## src/rtl/cptb_pkg.sv

```systemverilog
// ----------------------------------------------------------------------------
// cptb_pkg
// Shared types and constants for the cascaded prescaled timer bank.
// ----------------------------------------------------------------------------
`default_nettype none

package cptb_pkg;

   typedef enum logic [1:0] {
      OP_TICK    = 2'd0,
      OP_RELOAD  = 2'd1,
      OP_CONTROL = 2'd2,
      OP_READ    = 2'd3
   } op_type;

   // control byte layout
   localparam logic [7:0] CTRL_WRITABLE   = 8'hc7;
   localparam int         CTRL_CASCADE_BIT = 2;
   localparam int         CTRL_IRQ_BIT     = 6;
   localparam int         CTRL_START_BIT   = 7;

   localparam int PRESC_WIDTH = 10;

   // command broadcast to every cell in the chain
   typedef struct packed {
      op_type      op;
      logic [15:0] data;
      logic [15:0] mask;
   } cmd_type;

   // per-cell status handed back to the top level
   typedef struct packed {
      logic carry;
      logic irq;
   } cell_status_type;

   // prescaler divide ratio for a 2-bit select
   function automatic logic [PRESC_WIDTH:0] presc_div(input logic [1:0] sel);
      logic [PRESC_WIDTH:0] d;
      unique case (sel)
         2'd0:    d = 11'd1;
         2'd1:    d = 11'd64;
         2'd2:    d = 11'd256;
         default: d = 11'd1024;
      endcase
      return d;
   endfunction

endpackage

`default_nettype wire

```

## src/rtl/cptb_if.sv

```systemverilog
// ----------------------------------------------------------------------------
// cptb request / response channels
// Valid/ready channels carrying timer commands and their results.
// ----------------------------------------------------------------------------
`default_nettype none

interface cptb_req_if;
   logic        valid;
   logic        ready;
   logic [1:0]  op;
   logic [1:0]  timer_index;
   logic [15:0] write_data;
   logic [15:0] write_mask;

   modport source (output valid, op, timer_index, write_data, write_mask, input ready);
   modport sink   (input valid, op, timer_index, write_data, write_mask, output ready);
endinterface

interface cptb_rsp_if;
   logic        valid;
   logic        ready;
   logic [15:0] read_data;
   logic [3:0]  irq_raised;

   modport source (output valid, read_data, irq_raised, input ready);
   modport sink   (input valid, read_data, irq_raised, output ready);
endinterface

`default_nettype wire

```

## src/rtl/cptb_cell.sv

```systemverilog
// ----------------------------------------------------------------------------
// cptb_cell
// One timer channel: reload, counter, control byte and prescale phase.
// ----------------------------------------------------------------------------
`default_nettype none

module cptb_cell
   import cptb_pkg::*;
#(
   parameter int COUNT_WIDTH = 16,
   parameter bit FIRST_CELL  = 1'b0
) (
   input  wire                    clock,
   input  wire                    reset,
   input  wire                    accept,
   input  cmd_type                cmd,
   input  wire                    sel,
   input  wire                    carry_in,
   output cell_status_type        status,
   output logic [COUNT_WIDTH-1:0] count_value
);

   logic [COUNT_WIDTH-1:0] reload_ff,  reload_in;
   logic [COUNT_WIDTH-1:0] counter_ff, counter_in;
   logic [7:0]             ctrl_ff,    ctrl_in;
   logic [PRESC_WIDTH-1:0] presc_ff,   presc_in;

   logic [COUNT_WIDTH-1:0] wr_data, wr_mask;
   logic [7:0]             ctrl_mask;
   logic [PRESC_WIDTH:0]   presc_next;
   logic                   own_clock;
   logic                   inc;
   logic                   ovf;

   assign wr_data   = COUNT_WIDTH'(cmd.data);
   assign wr_mask   = COUNT_WIDTH'(cmd.mask);
   assign ctrl_mask = cmd.mask[7:0] & CTRL_WRITABLE;
   assign own_clock = FIRST_CELL || !ctrl_ff[CTRL_CASCADE_BIT];
   assign presc_next = {1'b0, presc_ff} + 1'b1;

   always_comb begin
      reload_in  = reload_ff;
      counter_in = counter_ff;
      ctrl_in    = ctrl_ff;
      presc_in   = presc_ff;
      inc        = 1'b0;
      ovf        = 1'b0;

      if (accept) begin
         unique case (cmd.op)
            OP_TICK: begin
               if (ctrl_ff[CTRL_START_BIT]) begin
                  if (own_clock) begin
                     if (presc_next >= presc_div(ctrl_ff[1:0])) begin
                        presc_in = '0;
                        inc      = 1'b1;
                     end else begin
                        presc_in = presc_next[PRESC_WIDTH-1:0];
                     end
                  end else begin
                     inc = carry_in;
                  end
               end
               ovf = inc && (&counter_ff);
               if (inc) begin
                  counter_in = ovf ? reload_ff : counter_ff + 1'b1;
               end
            end
            OP_RELOAD: begin
               if (sel) begin
                  reload_in = (reload_ff & ~wr_mask) | (wr_data & wr_mask);
               end
            end
            OP_CONTROL: begin
               if (sel) begin
                  ctrl_in  = (ctrl_ff & ~ctrl_mask) | (cmd.data[7:0] & ctrl_mask);
                  presc_in = '0;
                  // start edge loads the counter
                  if (ctrl_in[CTRL_START_BIT] && !ctrl_ff[CTRL_START_BIT]) begin
                     counter_in = reload_ff;
                  end
               end
            end
            default: begin
            end
         endcase
      end
   end

   assign status.carry = ovf;
   assign status.irq   = ovf && ctrl_ff[CTRL_IRQ_BIT];
   assign count_value  = counter_ff;

   always_ff @(posedge clock) begin
      if (reset) begin
         reload_ff  <= '0;
         counter_ff <= '0;
         ctrl_ff    <= '0;
         presc_ff   <= '0;
      end else begin
         reload_ff  <= reload_in;
         counter_ff <= counter_in;
         ctrl_ff    <= ctrl_in;
         presc_ff   <= presc_in;
      end
   end

endmodule

`default_nettype wire

```

## src/rtl/cascaded_prescaled_timer_bank.sv

```systemverilog
// A result beat leaves from the output register, waiting in the skid entry under a stall.
// Throughput: one request beat per cycle while the skid entry is empty; an overflow
//   carry ripples through all NUM_TIMERS cells in the same cycle: the critical path.
// A two-entry output stage (main + skid) absorbs one more request beat while rsp stalls.
// Reset (synchronous, active high) clears every channel and empties the output stage.
// ----------------------------------------------------------------------------
// cascaded_prescaled_timer_bank
// Bank of up-counting timers with prescalers and count-up cascade, driven by
// tick / reload-write / control-write / counter-read request beats.
// ----------------------------------------------------------------------------
`default_nettype none

module cascaded_prescaled_timer_bank
   import cptb_pkg::*;
#(
   parameter int NUM_TIMERS  = 4,
   parameter int COUNT_WIDTH = 16
) (
   input  wire        clock,
   input  wire        reset,
   cptb_req_if.sink   req_bus,
   cptb_rsp_if.source rsp_bus
);

   // ------------------------------------------------------------------
   // Request decode
   // ------------------------------------------------------------------
   logic    req_accept;
   logic    rsp_take;
   cmd_type cmd;
   logic    index_ok;

   logic rsp_valid_ff,  rsp_valid_in;
   logic skid_valid_ff, skid_valid_in;

   // request side only stalls once the skid entry is occupied
   assign req_bus.ready = !skid_valid_ff;
   assign req_accept    = req_bus.valid && req_bus.ready;
   assign rsp_take      = rsp_valid_ff && rsp_bus.ready;

   assign cmd.op   = op_type'(req_bus.op);
   assign cmd.data = req_bus.write_data;
   assign cmd.mask = req_bus.write_mask;

   // channels past the end of the bank ignore writes and read as zero
   assign index_ok = int'(req_bus.timer_index) < NUM_TIMERS;

   // ------------------------------------------------------------------
   // Chain of timer cells; carry[i] is the overflow of channel i-1
   // ------------------------------------------------------------------
   logic [NUM_TIMERS:0]    carry;
   logic [NUM_TIMERS-1:0]  irq_vec;
   logic [COUNT_WIDTH-1:0] counts [NUM_TIMERS];

   assign carry[0] = 1'b0;

   for (genvar i = 0; i < NUM_TIMERS; i++) begin : g_cell
      cell_status_type st;
      logic            hit;

      assign hit = index_ok && (int'(req_bus.timer_index) == i);

      cptb_cell #(
         .COUNT_WIDTH (COUNT_WIDTH),
         .FIRST_CELL  (i == 0)
      ) u_cell (
         .clock       (clock),
         .reset       (reset),
         .accept      (req_accept),
         .cmd         (cmd),
         .sel         (hit),
         .carry_in    (carry[i]),
         .status      (st),
         .count_value (counts[i])
      );

      assign carry[i+1] = st.carry;
      assign irq_vec[i] = st.irq;
   end

   // ------------------------------------------------------------------
   // Result beat: counter read (pre-update value) or tick IRQ bits
   // ------------------------------------------------------------------
   logic [15:0] rd_new;
   logic [3:0]  irq_new;

   // only an index inside the bank can match, so others read zero
   always_comb begin
      rd_new = '0;
      for (int i = 0; i < NUM_TIMERS; i++) begin
         if (cmd.op == OP_READ && int'(req_bus.timer_index) == i) begin
            rd_new = 16'(counts[i]);
         end
      end
   end

   // irq_vec is only nonzero on tick beats; bits above 3 fall off
   assign irq_new = 4'(irq_vec);

   // ------------------------------------------------------------------
   // Output stage: main register plus one skid entry
   // ------------------------------------------------------------------
   logic [15:0] rsp_rd_ff,   rsp_rd_in;
   logic [3:0]  rsp_irq_ff,  rsp_irq_in;
   logic [15:0] skid_rd_ff,  skid_rd_in;
   logic [3:0]  skid_irq_ff, skid_irq_in;

   always_comb begin
      rsp_valid_in  = rsp_valid_ff;
      skid_valid_in = skid_valid_ff;
      rsp_rd_in     = rsp_rd_ff;
      rsp_irq_in    = rsp_irq_ff;
      skid_rd_in    = skid_rd_ff;
      skid_irq_in   = skid_irq_ff;

      priority if (skid_valid_ff) begin
         // no new beat can arrive; drain skid into main
         if (rsp_take) begin
            rsp_rd_in     = skid_rd_ff;
            rsp_irq_in    = skid_irq_ff;
            skid_valid_in = 1'b0;
         end
      end else if (req_accept) begin
         if (!rsp_valid_ff || rsp_take) begin
            rsp_valid_in = 1'b1;
            rsp_rd_in    = rd_new;
            rsp_irq_in   = irq_new;
         end else begin
            skid_valid_in = 1'b1;
            skid_rd_in    = rd_new;
            skid_irq_in   = irq_new;
         end
      end else if (rsp_take) begin
         rsp_valid_in = 1'b0;
      end
   end

   always_ff @(posedge clock) begin
      if (reset) begin
         rsp_valid_ff  <= 1'b0;
         skid_valid_ff <= 1'b0;
      end else begin
         rsp_valid_ff  <= rsp_valid_in;
         skid_valid_ff <= skid_valid_in;
      end
   end

   always_ff @(posedge clock) begin
      rsp_rd_ff   <= rsp_rd_in;
      rsp_irq_ff  <= rsp_irq_in;
      skid_rd_ff  <= skid_rd_in;
      skid_irq_ff <= skid_irq_in;
   end

   assign rsp_bus.valid      = rsp_valid_ff;
   assign rsp_bus.read_data  = rsp_rd_ff;
   assign rsp_bus.irq_raised = rsp_irq_ff;

   // ------------------------------------------------------------------
   // Assertions
   // ------------------------------------------------------------------
   // skid entry is only ever filled behind a full main register
   a_skid_behind_main: assert property (@(posedge clock) disable iff (reset)
      skid_valid_ff |-> rsp_valid_ff)
      else $error("skid entry valid while main register empty");

   // only tick beats can raise IRQ bits
   a_irq_only_on_tick: assert property (@(posedge clock) disable iff (reset)
      (req_accept && cmd.op != OP_TICK) |-> (irq_vec == '0))
      else $error("IRQ raised on a non-tick beat");

   // a beat accepted against a stalled full main register lands in skid
   a_stall_fills_skid: assert property (@(posedge clock) disable iff (reset)
      (req_accept && rsp_valid_ff && !rsp_bus.ready) |=> skid_valid_ff)
      else $error("beat accepted under stall did not reach skid entry");

endmodule

`default_nettype wire
```

## src/flat_wrapper.sv

```systemverilog
// flat-port wrapper written by rule: the top's interface ports become plain ports
module cascaded_prescaled_timer_bank_flat import cptb_pkg::*;
#(
   parameter int NUM_TIMERS  = 4,
   parameter int COUNT_WIDTH = 16
)
  (clock, reset, req_bus_valid, req_bus_op, req_bus_timer_index, req_bus_write_data, req_bus_write_mask, req_bus_ready, rsp_bus_valid, rsp_bus_read_data, rsp_bus_irq_raised, rsp_bus_ready);
  cptb_req_if req_bus_i ();
  cptb_rsp_if rsp_bus_i ();
  input  wire clock;
  input  wire reset;
  input wire logic [$bits(req_bus_i.valid)-1:0] req_bus_valid;
  input wire logic [$bits(req_bus_i.op)-1:0] req_bus_op;
  input wire logic [$bits(req_bus_i.timer_index)-1:0] req_bus_timer_index;
  input wire logic [$bits(req_bus_i.write_data)-1:0] req_bus_write_data;
  input wire logic [$bits(req_bus_i.write_mask)-1:0] req_bus_write_mask;
  output wire logic [$bits(req_bus_i.ready)-1:0] req_bus_ready;
  output wire logic [$bits(rsp_bus_i.valid)-1:0] rsp_bus_valid;
  output wire logic [$bits(rsp_bus_i.read_data)-1:0] rsp_bus_read_data;
  output wire logic [$bits(rsp_bus_i.irq_raised)-1:0] rsp_bus_irq_raised;
  input wire logic [$bits(rsp_bus_i.ready)-1:0] rsp_bus_ready;
  assign req_bus_i.valid = req_bus_valid;
  assign req_bus_i.op = req_bus_op;
  assign req_bus_i.timer_index = req_bus_timer_index;
  assign req_bus_i.write_data = req_bus_write_data;
  assign req_bus_i.write_mask = req_bus_write_mask;
  assign req_bus_ready = req_bus_i.ready;
  assign rsp_bus_valid = rsp_bus_i.valid;
  assign rsp_bus_read_data = rsp_bus_i.read_data;
  assign rsp_bus_irq_raised = rsp_bus_i.irq_raised;
  assign rsp_bus_i.ready = rsp_bus_ready;
  cascaded_prescaled_timer_bank #(.NUM_TIMERS(NUM_TIMERS), .COUNT_WIDTH(COUNT_WIDTH)) u_core (.clock(clock), .reset(reset), .req_bus(req_bus_i), .rsp_bus(rsp_bus_i));
endmodule
```

## config.mk

```make
export PLATFORM = sky130hd
export DESIGN_NAME = cascaded_prescaled_timer_bank_flat
export DESIGN_NICKNAME = d
export VERILOG_FILES = /design/src/rtl/cptb_pkg.sv /design/src/rtl/cptb_if.sv /design/src/rtl/cptb_cell.sv /design/src/rtl/cascaded_prescaled_timer_bank.sv /design/src/flat_wrapper.sv
export SDC_FILE = /design/constraint.sdc
export NUM_CORES = 1
export LEC_CHECK = 0
export BUFFER_PORTS_ARGS = -buffer_cell sky130_fd_sc_hd__clkbuf_2
export CAP_MARGIN = 20
export CORE_UTILIZATION = 30
export DETAILED_ROUTE_END_ITERATION = 7
export PLACE_DENSITY = 0.47
export SLEW_MARGIN = 30
export SYNTH_ARGS = -nofsm -noshare
export SYNTH_HDL_FRONTEND = slang
export SYNTH_SLANG_ARGS = --single-unit
```

## constraint.sdc

```tcl
create_clock -name clock -period 5 [get_ports clock]
set_input_delay 0.5 -clock clock [delete_from_list [all_inputs] [get_ports clock]]
set_output_delay 0.5 -clock clock [all_outputs]
set_load 0.01 [all_outputs]
```

## Yosys cells after proc, flatten, opt, wreduce, memory -nomap -nowiden

Index checks and enable logic that the tools add are counted.

| operators by class | value |
|---|---|
| reductions and logical operators | 58 |
| div/mod/pow operators | 0 |
| $mul | 0 |
| magnitude comparators | 4 |
| equal/unequal tests | 35 |
| $add $sub $neg | 8 |
| bitwise operators | 22 |
| shift operators | 0 |
| mux-type cells | 104 |

Operators by type and width:

| cell | count |
|---|---|
| $mux 16 | 24 |
| $mux 11 | 15 |
| $mux 10 | 15 |
| $pmux 11 s3 | 4 |
| $pmux 16 s2 | 4 |
| $and 16x16->16 | 5 |
| $pmux 10 s2 | 4 |
| $add 16x1->16 const B | 4 |
| $or 16x16->16 | 4 |
| $reduce_and 16->1 | 4 |
| $add 10x1->11 const B | 4 |
| $ge 11x11->1 | 4 |
| $and 8x8->8 | 5 |
| $reduce_and 5->1 | 7 |
| $mux 1 | 34 |
| $reduce_and 3->1 | 11 |
| $or 8x8->8 | 4 |
| $ne 2x2->1 const B | 15 |
| $logic_and 1x1->1 | 18 |
| $eq 2x2->1 const B | 8 |
| $mux 4 | 4 |
| $not 16->16 | 1 |
| $eq 2x1->1 const B | 6 |
| $logic_not 2->1 | 6 |
| other kinds (7) | 21 |

| word-level totals | value |
|---|---|
| word-level logic and storage cells | 253 |
| memories kept | 0 |
| bits in writable memories | 0 |
| ROM bits | 0 |
| bits in latches | 0 |
| bits in registers | 242 |
| output and inout port bits | 22 |

## Longest topological paths before layout

Gate-level depths: netlist of run 1.

| depth | value |
|---|---|
| depth in word-level cells | 38 |
| depth in mapped cells | 17 |

## Cells and area by module

From an unflattened synthesis of run 1, not the netlist that was laid out.

| unflattened totals | value |
|---|---|
| cells, all modules | 1605 |
| area total of the unflattened synthesis | 13102.6 µm² |

By module, submodules not included:

| module | times used | area an instance (µm²) | cells each |
|---|---|---|---|
| cptb_cell (u_core.g_cell[1].u_cell ...) | 3 | 2742.6 | 355 |
| cptb_cell (u_core.g_cell[0].u_cell) | 1 | 2650.0 | 347 |
| cascaded_prescaled_timer_bank | 1 | 2224.6 | 193 |

## Worst setup path before layout of run 1

OpenSTA, ideal clock, no wires.

| path | value |
|---|---|
| kind | reg2reg |
| start | register u_core.g_cell[3].u_cell.presc_ff[0] |
| end | register u_core.g_cell[3].u_cell.counter_ff[11] |
| data arrival time | 3453 ps |
| path slack | 1483 ps |
| path buffers | 0 |
| cell stages (with the launch flop) | 14 |
| clock period less this slack | 3517 ps |
| cells stage by stage | dfxtp_1 -> ha_1 -> and3_1 -> and3_1 -> xor2_1 -> ha_1 -> inv_1 -> a41oi_1 -> or4_1 -> a311o_1 -> a41o_1 -> o21bai_4 -> or4b_1 -> nand4_1 |

| on the way | value |
|---|---|
| longest elaborated chain between the ends | 11 |
| elaborated cells on any way between the ends | 13 |
| classes of those cells | 1 x add/sub; 1 x order compare; 1 x eq/ne; 8 x mux; 2 x reduce/logical |

RTL lines:

| element | line | source |
|---|---|---|
| start: declaration | cptb_cell.sv:26 | `logic [PRESC_WIDTH-1:0] presc_ff, presc_in;` |
| start signal: assignment | cptb_cell.sv:104 | `presc_ff <= presc_in;` |
| $add 10x1->11 (*) | cptb_cell.sv:39 | `assign presc_next = {1'b0, presc_ff} + 1'b1;` |
| $ge 11x11->1 (*) | cptb_cell.sv:54 | `if (presc_next >= presc_div(ctrl_ff[1:0])) begin` |
| $mux 1 (*) | cptb_cell.sv:54 |  |
| $mux 1 (*) | cptb_cell.sv:53 | `if (own_clock) begin` |
| $mux 1 (*) | cptb_cell.sv:52 | `if (ctrl_ff[CTRL_START_BIT]) begin` |
| $mux 1 (*) | cptb_cell.sv:50 | `unique case (cmd.op)` |
| $mux 1 (*) | cptb_cell.sv:49 | `if (accept) begin` |
| $logic_and 1x1->1 | cptb_cell.sv:64 | `ovf = inc && (&counter_ff);` |
| $mux 16 | cptb_cell.sv:66 | `counter_in = ovf ? reload_ff : counter_ff + 1'b1;` |
| $mux 16 | cptb_cell.sv:65 | `if (inc) begin` |
| $pmux 16 s2 | cptb_cell.sv:50 |  |
| end signal: assignment | cptb_cell.sv:102 | `counter_ff <= counter_in;` |
| end: declaration | cptb_cell.sv:24 | `logic [COUNT_WIDTH-1:0] counter_ff, counter_in;` |

Every way passes the cells marked *; elsewhere a longest branch is shown, timed or not. The select of a mux whose other input is x is not followed.
A chain may end at the register's enable or synchronous reset.

## Worst setup path after layout of run 1

| path | value |
|---|---|
| start | register u_core.g_cell[0].u_cell.presc_ff[0] |
| end | register u_core.g_cell[3].u_cell.counter_ff[14] |

| on the way | value |
|---|---|
| longest elaborated chain between the ends | 31 |
| elaborated cells on any way between the ends | 33 |
| classes of those cells | 1 x add/sub; 1 x order compare; 1 x eq/ne; 25 x mux; 5 x reduce/logical |

RTL lines:

| element | line |
|---|---|
| start: declaration | cptb_cell.sv:26 |
| start signal: assignment | cptb_cell.sv:104 |
| $add 10x1->11 (*) | cptb_cell.sv:39 |
| $ge 11x11->1 (*) | cptb_cell.sv:54 |
| $mux 1 (*) | cptb_cell.sv:54 |
| $mux 1 (*) | cptb_cell.sv:52 |
| $mux 1 (*) | cptb_cell.sv:50 |
| $mux 1 (*) | cptb_cell.sv:49 |
| $logic_and 1x1->1 (*) | cptb_cell.sv:64 |
| $mux 1 (*) | cptb_cell.sv:50 |
| [... 15 more ...] | n/a |
| $mux 1 (*) | cptb_cell.sv:53 |
| $mux 1 (*) | cptb_cell.sv:52 |
| $mux 1 (*) | cptb_cell.sv:50 |
| $mux 1 (*) | cptb_cell.sv:49 |
| $logic_and 1x1->1 | cptb_cell.sv:64 |
| $mux 16 | cptb_cell.sv:66 |
| $mux 16 | cptb_cell.sv:65 |
| $pmux 16 s2 | cptb_cell.sv:50 |

Marks and branches as above.

==> results.cfg, run 1 <==
[layout]
seq_area_sq_mm = 0.00498
drive_above_1_share = 0.113
fin_cells = 2140
syn_to_final_growth_pct = 14.1
filler_cell_count = 4341
multi_input_area_sq_mm = 0.00694
n_antenna_cell = 0
layout.nets = 1649

[global_route]
grt_max_degree = 98
antenna_found_initial = 0
grt_pass1_vias = 10721
grt_usage = 0.190
grt-ovfl-total = 0
grt_pass1_wl_mm = 62.6

[setup_path]
critical_path.endpoint_type = flip-flop
crit_path_frequent_cell = ha_1
r2r_slack_ns = 0.83
path_cells = ha_1 -> nand3_1 -> nor2_1 -> xor2_1 -> ha_1 -> nor4b_1 -> o211ai_1 -> a31o_2 -> o2111a_1 -> o31ai_2 -> and2_0 -> o21ai_0 -> a31oi_1
crit_required_ns = 5.50
arrival_ns = 4.67
path_depth = 13
r2r_end = u_core.g_cell[3].u_cell.count_value[14]
crit_family = compound AO/OA/AOI/OAI gates
slowest_stage = and2_0
crit_buf_inv = 0
cp-start-kind = flip-flop
critical_path_class = flip-flop to flip-flop
startpoint = u_core.g_cell[0].u_cell.presc_ff[0]
reg2reg_depth = 13
cp_max_fo = 16
r2r_start = u_core.g_cell[0].u_cell.presc_ff[0]
cp_slowest_stage_delay_ns = 0.84

[placed_design]
dp_hpwl_mm = 27.7
portBuffers = 61
gp_congestion = 0.852
dp_slack_ns = 0.900
placedCellCount = 2086

[power_and_ir_drop]
finalPower_mw = 4.34
ir_worst_vdd_mv = 0.189
switching_power_mw = 1.05
p_int_mw = 3.29
combPwrFrac = 0.056
p_seq_frac = 0.441
swShare = 0.243
p_per_area_mw_per_mm2 = 305
power_frac_clock = 0.502
cellLeakagePower_nw = 4.89

[timing]
timing.hold.ws_ns = 0.176
tns_ns = 0
maxClockFrequency_mhz = 240
finalCritPeriodShare = 0.833
finalCriticalPeriod_ns = 4.17
clock_skew_ns = 0.0208
worst_pin_slew_ns = 0.955
setup_viol = 0
rsz0062_at_grt = no
setup_slack_ns = 0.834
hold_violations = 0
drv_slew = 0
max_slew_margin = 0.363

[logic_synthesis]
avgSynthCellArea_sq_um = 7.90
yosysSeqAreaShare = 0.400
yosysWarningCount = 0
synth_edf_count = 40
ys_types = 77
ys_seq_elements = 229
syn_inst = 1578
synth.most_common_cell = nand2_1
syn_nets = 1642
synth_area_sq_mm = 0.0125
synth.area.top_cells = dfxtp_1, edfxtp_1, nand2_1, a21oi_1, nand3_1
synthDominantCellAreaShare = 0.304
synth_largest_area_cell = dfxtp_1
synth_common_cells = nand2_1, dfxtp_1, a21oi_1, nor2_1, nand3_1
synth_flop_cell = dfxtp_1
async_flop_share = 0

[die]
dieArea_sq_mm = 0.0424
coreArea_sq_mm = 0.0409
ios = 62
rows = 74
dieHeight_microns = 206
start_util = 0.305
die_w_microns = 206

[routing]
postRouteAntennaNets = 0
route.detailed.drc = 2
drtPass1Iterations = 8
dr_total_vias = 11582
drt-total-wl_mm = 40.0
viasPerCell = 5.41
detailedRoute.firstIterationViolations = 1089
wl_per_cell_microns = 18.7

[status]
violations = DRC
status = complete, but fails checks

[clocking]
post-cts-setup-buffers = 0
cts_root_buf = clkbuf_16
htree_levels = 1
cts.sink_count = 229
holdBufCountCts = 0
cts_inserted_buffers = 29
clockBufferDepth = 3
clk_latency_ns = 0.58
cts_tree = built
clk_pin_slew_ns = 0.06
cts_resized = 0

[hold_path]
hold_class = input port to flip-flop
min_path_cells = 2
min_from = rsp_bus_ready
hold_path_end = u_core.skid_valid_ff

[job]
cap_violations = 0
kinds of logic after synthesis:
logic type | count (synthesis) | synth area share
mux | 50 | 0.0420
fa+ha+maj | 24 | 0.0241
compound gates | 373 | 0.191
simple gates | 741 | 0.285
xor+xnor | 17 | 0.0119
flops | 229 | 0.400
buf+inv | 144 | 0.0462
per-layer routing:
layer | vias to the layer above | routed length, microns | global-route usage
li1 | 5742 | - | -
met3 | 56 | 2280 | 0.0287
met4 | 0 | 821 | 0.0462
met2 | 292 | 17600 | 0.297
met1 | 5492 | 19400 | 0.271
met5 | - | 0 | 0
worst max-delay path by stage:
stage	to	slack, ns
finish	u_core.g_cell[3].u_cell.count_value[14]	0.83
global route	u_core.g_cell[3].u_cell.count_value[14]	0.51
CTS	u_core.g_cell[3].u_cell.count_value[14]	0.90
detailed placement	u_core.g_cell[3].u_cell.count_value[14]	0.90
global placement	u_core.g_cell[3].u_cell.count_value[14]	0.97
floorplan	u_core.g_cell[3].u_cell.count_value[11]	1.48
layout make-up:
class	count	area share
repair buffers	85	0.0348
clock inverters	12	0.00906
inverters	35	0.00924
well taps	532	0.0468
clock buffers	42	0.0617
flip-flops and latches	229	0.351
multi-input cells	1205	0.488
placed cells by master (no fill, tap or decap), types with 6 or more instances in the layout:
| master | n |
|---|---|
| nand2_1 | 249 |
| dfxtp_1 | 189 |
| a21oi_1 | 157 |
| nor2_1 | 137 |
| nand3_1 | 129 |
| o21ai_0 | 66 |
| clkbuf_2 | 60 |
| nand4_1 | 41 |
| edfxtp_1 | 40 |
| inv_1 | 33 |
| nor3_1 | 32 |
| mux2i_1 | 32 |
| clkbuf_16 | 31 |
| and3_1 | 28 |
| or3_1 | 25 |
| ha_1 | 24 |
| a22oi_1 | 23 |
| buf_4 | 23 |
| o32ai_1 | 21 |
| nand2b_1 | 18 |
| mux2_2 | 18 |
| and2_1 | 15 |
| nor3b_1 | 12 |
| a222oi_1 | 11 |
| or2_2 | 11 |
| xnor2_1 | 9 |
| nor4_1 | 9 |
| o21a_1 | 9 |
| xor2_1 | 8 |
| a32oi_1 | 8 |
| or4_1 | 7 |
| a31oi_1 | 7 |
| a211oi_1 | 7 |
| o31a_1 | 6 |
| o31ai_1 | 6 |
| a21o_1 | 6 |
| clkbuf_8 | 6 |
power by group through the flow:
stage / registers [mW] / clock network, mW / logic (mW)
2_1_floorplan: 1.96 / 0 / 0.143
3_3_place_gp: 1.96 / 0 / 0.246
3_5_place_dp: 1.96 / 0 / 0.247
4_1_cts: 1.92 / 2.24 / 0.248
5_1_grt: 1.92 / 2.32 / 0.268
6_report: 1.92 / 2.18 / 0.245
through the flow:
step	util	cell area, sq um
3_3_place_gp	0.323	13200
3_5_place_dp	0.323	13200
5_1_grt	0.347	14200
6_report	0.347	14200
2_1_floorplan	-	12500
4_1_cts	0.347	14200
No activity file was read; power rests on OpenSTA's default activity.
==> inputs of run 2 (changes only) <==
clock period = 3.9 ns   (was 5 ns; I/O delays follow)
==> results.cfg, run 2 (same netlist as run 1, synthesis figures left out) <==
[status]
status = complete, no violations

[setup_path]
reg2reg_depth = 13
critical_path.endpoint_type = flip-flop
r2r_start = u_core.g_cell[3].u_cell.presc_ff[1]
cp-start-kind = flip-flop
cp_max_fo = 9
r2r_end = u_core.g_cell[3].u_cell.count_value[11]
arrival_ns = 4.15
r2r_slack_ns = 0.26
crit_required_ns = 4.41
critical_path_class = flip-flop to flip-flop

[global_route]
grt_pass1_vias = 10644
grt_pass1_wl_mm = 62.8
grt-ovfl-total = 0
grt_max_degree = 91
grt_usage = 0.190
antenna_found_initial = 0

[placed_design]
gp_congestion = 0.861
portBuffers = 61
dp_hpwl_mm = 28.4

[timing]
setup_viol = 0
max_slew_margin = 0.406
hold_violations = 0
drv_slew = 0
tns_ns = 0
rsz0062_at_grt = no
finalCriticalPeriod_ns = 3.64
finalCritPeriodShare = 0.933
maxClockFrequency_mhz = 275
worst_pin_slew_ns = 0.883
clock_skew_ns = 0.0187

[layout]
layout.nets = 1673
syn_to_final_growth_pct = 15.3
utilization = 0.351
final_cell_mix = nand2_1, dfxtp_1, a21oi_1, nor2_1, nand3_1
filler_cell_count = 4307
mostFrequentLayoutCell = nand2_1
n_antenna_cell = 0
drive_above_1_share = 0.132

[die]
rows = 74
start_util = 0.305
dieArea_sq_mm = 0.0424
ios = 62
die_w_microns = 206
coreArea_sq_mm = 0.0409
dieHeight_microns = 206

[routing]
drt-total-wl_mm = 40.4
postRouteAntennaNets = 0
viasPerCell = 5.41
drtPass1Iterations = 8
wl_per_cell_microns = 18.7
route.detailed.drc = 0
dr_total_vias = 11703
detailedRoute.firstIterationViolations = 926

[clocking]
cts_inserted_buffers = 29
holdBufCountCts = 0
cts_root_buf = clkbuf_16
cts.sink_count = 229
htree_levels = 1
clockBufferDepth = 3
cts_tree = built
clk_pin_slew_ns = 0.06
clk_latency_ns = 0.57

[power_and_ir_drop]
ir_worst_vdd_mv = 0.240
p_per_area_mw_per_mm2 = 379
cellLeakagePower_nw = 5.00

[hold_path]
hold_class = input port to flip-flop
min_path_cells = 2
min_from = rsp_bus_ready
hold_path_end = u_core.skid_valid_ff

[job]
cap_violations = 0
==> run 2: cell types whose count changed in the layout (fill, tap and decap cells not counted), sizes merged <==
cell | before | now
buf | 25 | 49
clkinv | 7 | 10
clkinvlp | 3 | 1
bufinv | 2 | 1
==> run 2: worst max path at each step <==
| stage | slack, ns | from | to | cells past startpoint |
|---|---|---|---|---|
| 2_1_floorplan | 0.38 | u_core.g_cell[3].u_cell.presc_ff[0] | u_core.g_cell[3].u_cell.count_value[11] | 13 |
| 3_3_place_gp | 0.18 | u_core.g_cell[3].u_cell.presc_ff[1] | u_core.g_cell[3].u_cell.count_value[11] | 13 |
| 3_5_place_dp | 0.16 | u_core.g_cell[3].u_cell.presc_ff[1] | u_core.g_cell[3].u_cell.count_value[11] | 13 |
| 4_1_cts | 0.16 | u_core.g_cell[3].u_cell.presc_ff[1] | u_core.g_cell[3].u_cell.count_value[11] | 13 |
| 5_1_grt | 0.007 | u_core.g_cell[3].u_cell.presc_ff[1] | u_core.g_cell[3].u_cell.count_value[11] | 13 |
| 6_report | 0.26 | u_core.g_cell[3].u_cell.presc_ff[1] | u_core.g_cell[3].u_cell.count_value[11] | 13 |
==> run 2: stage by stage <==
step / worst slack (ns) / total power [mW] / instances / hold WS [ns] / area [sq um]
finish: 0.261 / 5.44 / 2164 / 0.0734 / 14400
global route: 0.00750 / 5.64 / 2164 / 0.0731 / 14400
CTS: 0.157 / 5.52 / 2164 / 0.0482 / 14300
detailed placement: 0.163 / 2.83 / 2110 / 0.448 / 13400
global placement: 0.185 / 2.83 / 2110 / 0.439 / 13400
floorplan: 0.383 / 2.69 / 1578 / 0.432 / 12500
==> run 2: repair_timing <==
item / in CTS / in global routing
endpoints found under the setup margin: 0 / 21
resized for setup: 0 / 6
buffers inserted: 0 / 0
==> run 2: metal layers <==
layer	up-vias	GRT usage	routed length (microns)
li1	5795	-	-
met1	5559	0.273	19600
met2	303	0.297	17800
met3	46	0.0249	2120
met4	0	0.0523	856
met5	-	0	0
==> run 2: report_power, final <==
group          internal, mW  switching, mW
registers              2.44         0.0168
logic                0.0905          0.231
clock network          1.59           1.08
total                  4.11           1.33
==> run 2: worst max-delay path: stages, from the launching register on <==
cell and delay, ns:
dfxtp_2 0.36, ha_2 0.22, and3_1 0.20, and3_1 0.19
xor2_1 0.21, ha_1 0.28, o41ai_1 0.07, a31oi_1 0.07
or4_1 0.47, a311o_2 0.46, a41o_1 0.27, o21bai_4 0.21
or4b_1 0.51, nand4_1 0.08
==> run 2: final cells by class <==
cell class              instances  area, sq um  area share
clock buffers                  42          858      0.0597
clock inverters                12         91.3     0.00635
inverters                      35          131     0.00914
multi-input cells            1205         6960       0.484
flip-flops and latches        229         4990       0.347
well taps                     532          666      0.0463
repair buffers                109          684      0.0476
==> inputs of run 3 (changes only) <==
PLACE_DENSITY = 0.48   (was 0.47)
clock period = 3.1 ns   (was 3.9 ns; I/O delays follow)
==> results.cfg, run 3 (same netlist as run 1, synthesis figures left out) <==
[global_route]
antenna_found_initial = 2
grt_pass1_wl_mm = 67.6
grt_usage = 0.203
grt_max_degree = 192
grt-ovfl-total = 0
grt_pass1_vias = 11514

[timing]
drv_slew = 0
finalCriticalPeriod_ns = 3.28
worst_pin_slew_ns = 1.32
maxClockFrequency_mhz = 305
clock_skew_ns = 0.0314
max_slew_margin = 0.121
timing.hold.ws_ns = 0.0298
hold_violations = 0
finalCritPeriodShare = 1.06
setup_slack_ns = -0.180
setup_viol = 47
rsz0062_at_grt = yes

[routing]
drt-total-wl_mm = 44.4
viasPerCell = 5.41
wl_per_cell_microns = 19.1
route.detailed.drc = 0
postRouteAntennaNets = 0
detailedRoute.firstIterationViolations = 888
dr_total_vias = 12590
drtPass1Iterations = 5

[clocking]
cts.sink_count = 229
cts_inserted_buffers = 28
cts_tree = built
clockBufferDepth = 3
cts_root_buf = clkbuf_16
clk_latency_ns = 0.57
clk_pin_slew_ns = 0.06
htree_levels = 1

[setup_path]
critical_path.endpoint_type = flip-flop
crit_family = simple AND/OR/NAND/NOR gates
path_cells = ha_4 -> and3_4 -> and3_4 -> xor2_4 -> ha_4 -> o41ai_2 -> a31oi_1 -> or4_1 -> a311o_1 -> a41o_1 -> o21bai_4 -> or4b_1 -> nand4_1
crit_buf_inv = 0
cp_slowest_stage_delay_ns = 0.48
slowest_stage = or4_1
critical_path_class = flip-flop to flip-flop
crit_required_ns = 3.61
arrival_ns = 3.79
cp-start-kind = flip-flop
cp_max_fo = 4

[power_and_ir_drop]
cellLeakagePower_nw = 6.12
p_per_area_mw_per_mm2 = 420
ir_worst_vdd_mv = 0.271

[layout]
mostFrequentLayoutCell = nand2_1
syn_to_final_growth_pct = 35.7
drive_above_1_share = 0.286
utilization = 0.413
fin_cells = 2328
final_cell_mix = nand2_1, dfxtp_1, buf_4, a21oi_1, nand3_1
seq_area_sq_mm = 0.00501
multi_input_area_sq_mm = 0.00779
fin_area_sq_mm = 0.0169
layout.nets = 1837
filler_cell_count = 4122

[status]
violations = setup timing
status = complete, but fails checks

[placed_design]
placedCellCount = 2229
dp_slack_ns = -0.310
gp_congestion = 0.853
placed_area_sq_mm = 0.0145
dp_hpwl_mm = 29.5
portBuffers = 61

[die]
rows = 74
dieArea_sq_mm = 0.0424
start_util = 0.305
coreArea_sq_mm = 0.0409
ios = 62
die_w_microns = 206
dieHeight_microns = 206

[hold_path]
hold_class = input port to flip-flop

[job]
cap_violations = 0
run 3: routing by layer:
metal  GRT usage  up-vias  part of all wire
li1            -     6123                 -
met1       0.297     6084              0.48
met2       0.317      321              0.45
met3      0.0204       60             0.051
met4      0.0507        2             0.024
met5           0        -           0.00023
run 3: timing repair:
| item | CTS | global route |
|---|---|---|
| endpoints found under the hold margin | 10 | 0 |
| endpoints found under the setup margin | 65 | 86 |
| hold buffers | 4 | 0 |
| gates cloned | 10 | 6 |
| pin swaps | 38 | 90 |
| resized for setup | 76 | 163 |
| setup buffers | 17 | 19 |
run 3: final timing paths:
kind | from | endpoint | slack (ns) | depth (start not counted)
min | req_bus_write_data[15] | flip-flop | 0.03 | 3
min reg2reg | flip-flop | flip-flop | 0.46 | 2
max | u_core.g_cell[3].u_cell.presc_ff[1] | u_core.g_cell[3].u_cell.count_value[11] | -0.18 | 13
max reg2reg | u_core.g_cell[3].u_cell.presc_ff[1] | u_core.g_cell[3].u_cell.count_value[11] | -0.18 | 13
run 3: final cells by class:
class                           instances  share of cell area
Clock buffer                           37              0.0483
Multi-Input combinational cell       1207               0.461
Antenna cell                            1            0.000148
Timing Repair Buffer                  272               0.137
Tap cell                              532              0.0394
Sequential cell                       229               0.296
Clock inverter                         15              0.0103
Inverter                               35             0.00777
run 3: worst min-delay path: stages:
cell,delay (ns)
clkbuf_2,0.12
nand3_1,0.07
a21oi_1,0.05
run 3: power by group:
part	internal [mW]	switching (mW)
combinational	0.187	0.328
clock	2.11	1.39
sequential	3.07	0.0191
total	5.36	1.74
run 3: through the flow:
| step | TNS, ns | power (mW) |
|---|---|---|
| 2_1_floorplan | -0.344 | 3.39 |
| 3_3_place_gp | -4.21 | 3.58 |
| 3_5_place_dp | -7.16 | 3.58 |
| 4_1_cts | -4.07 | 7.16 |
| 5_1_grt | -11.51 | 7.36 |
| 6_report | -4.29 | 7.10 |
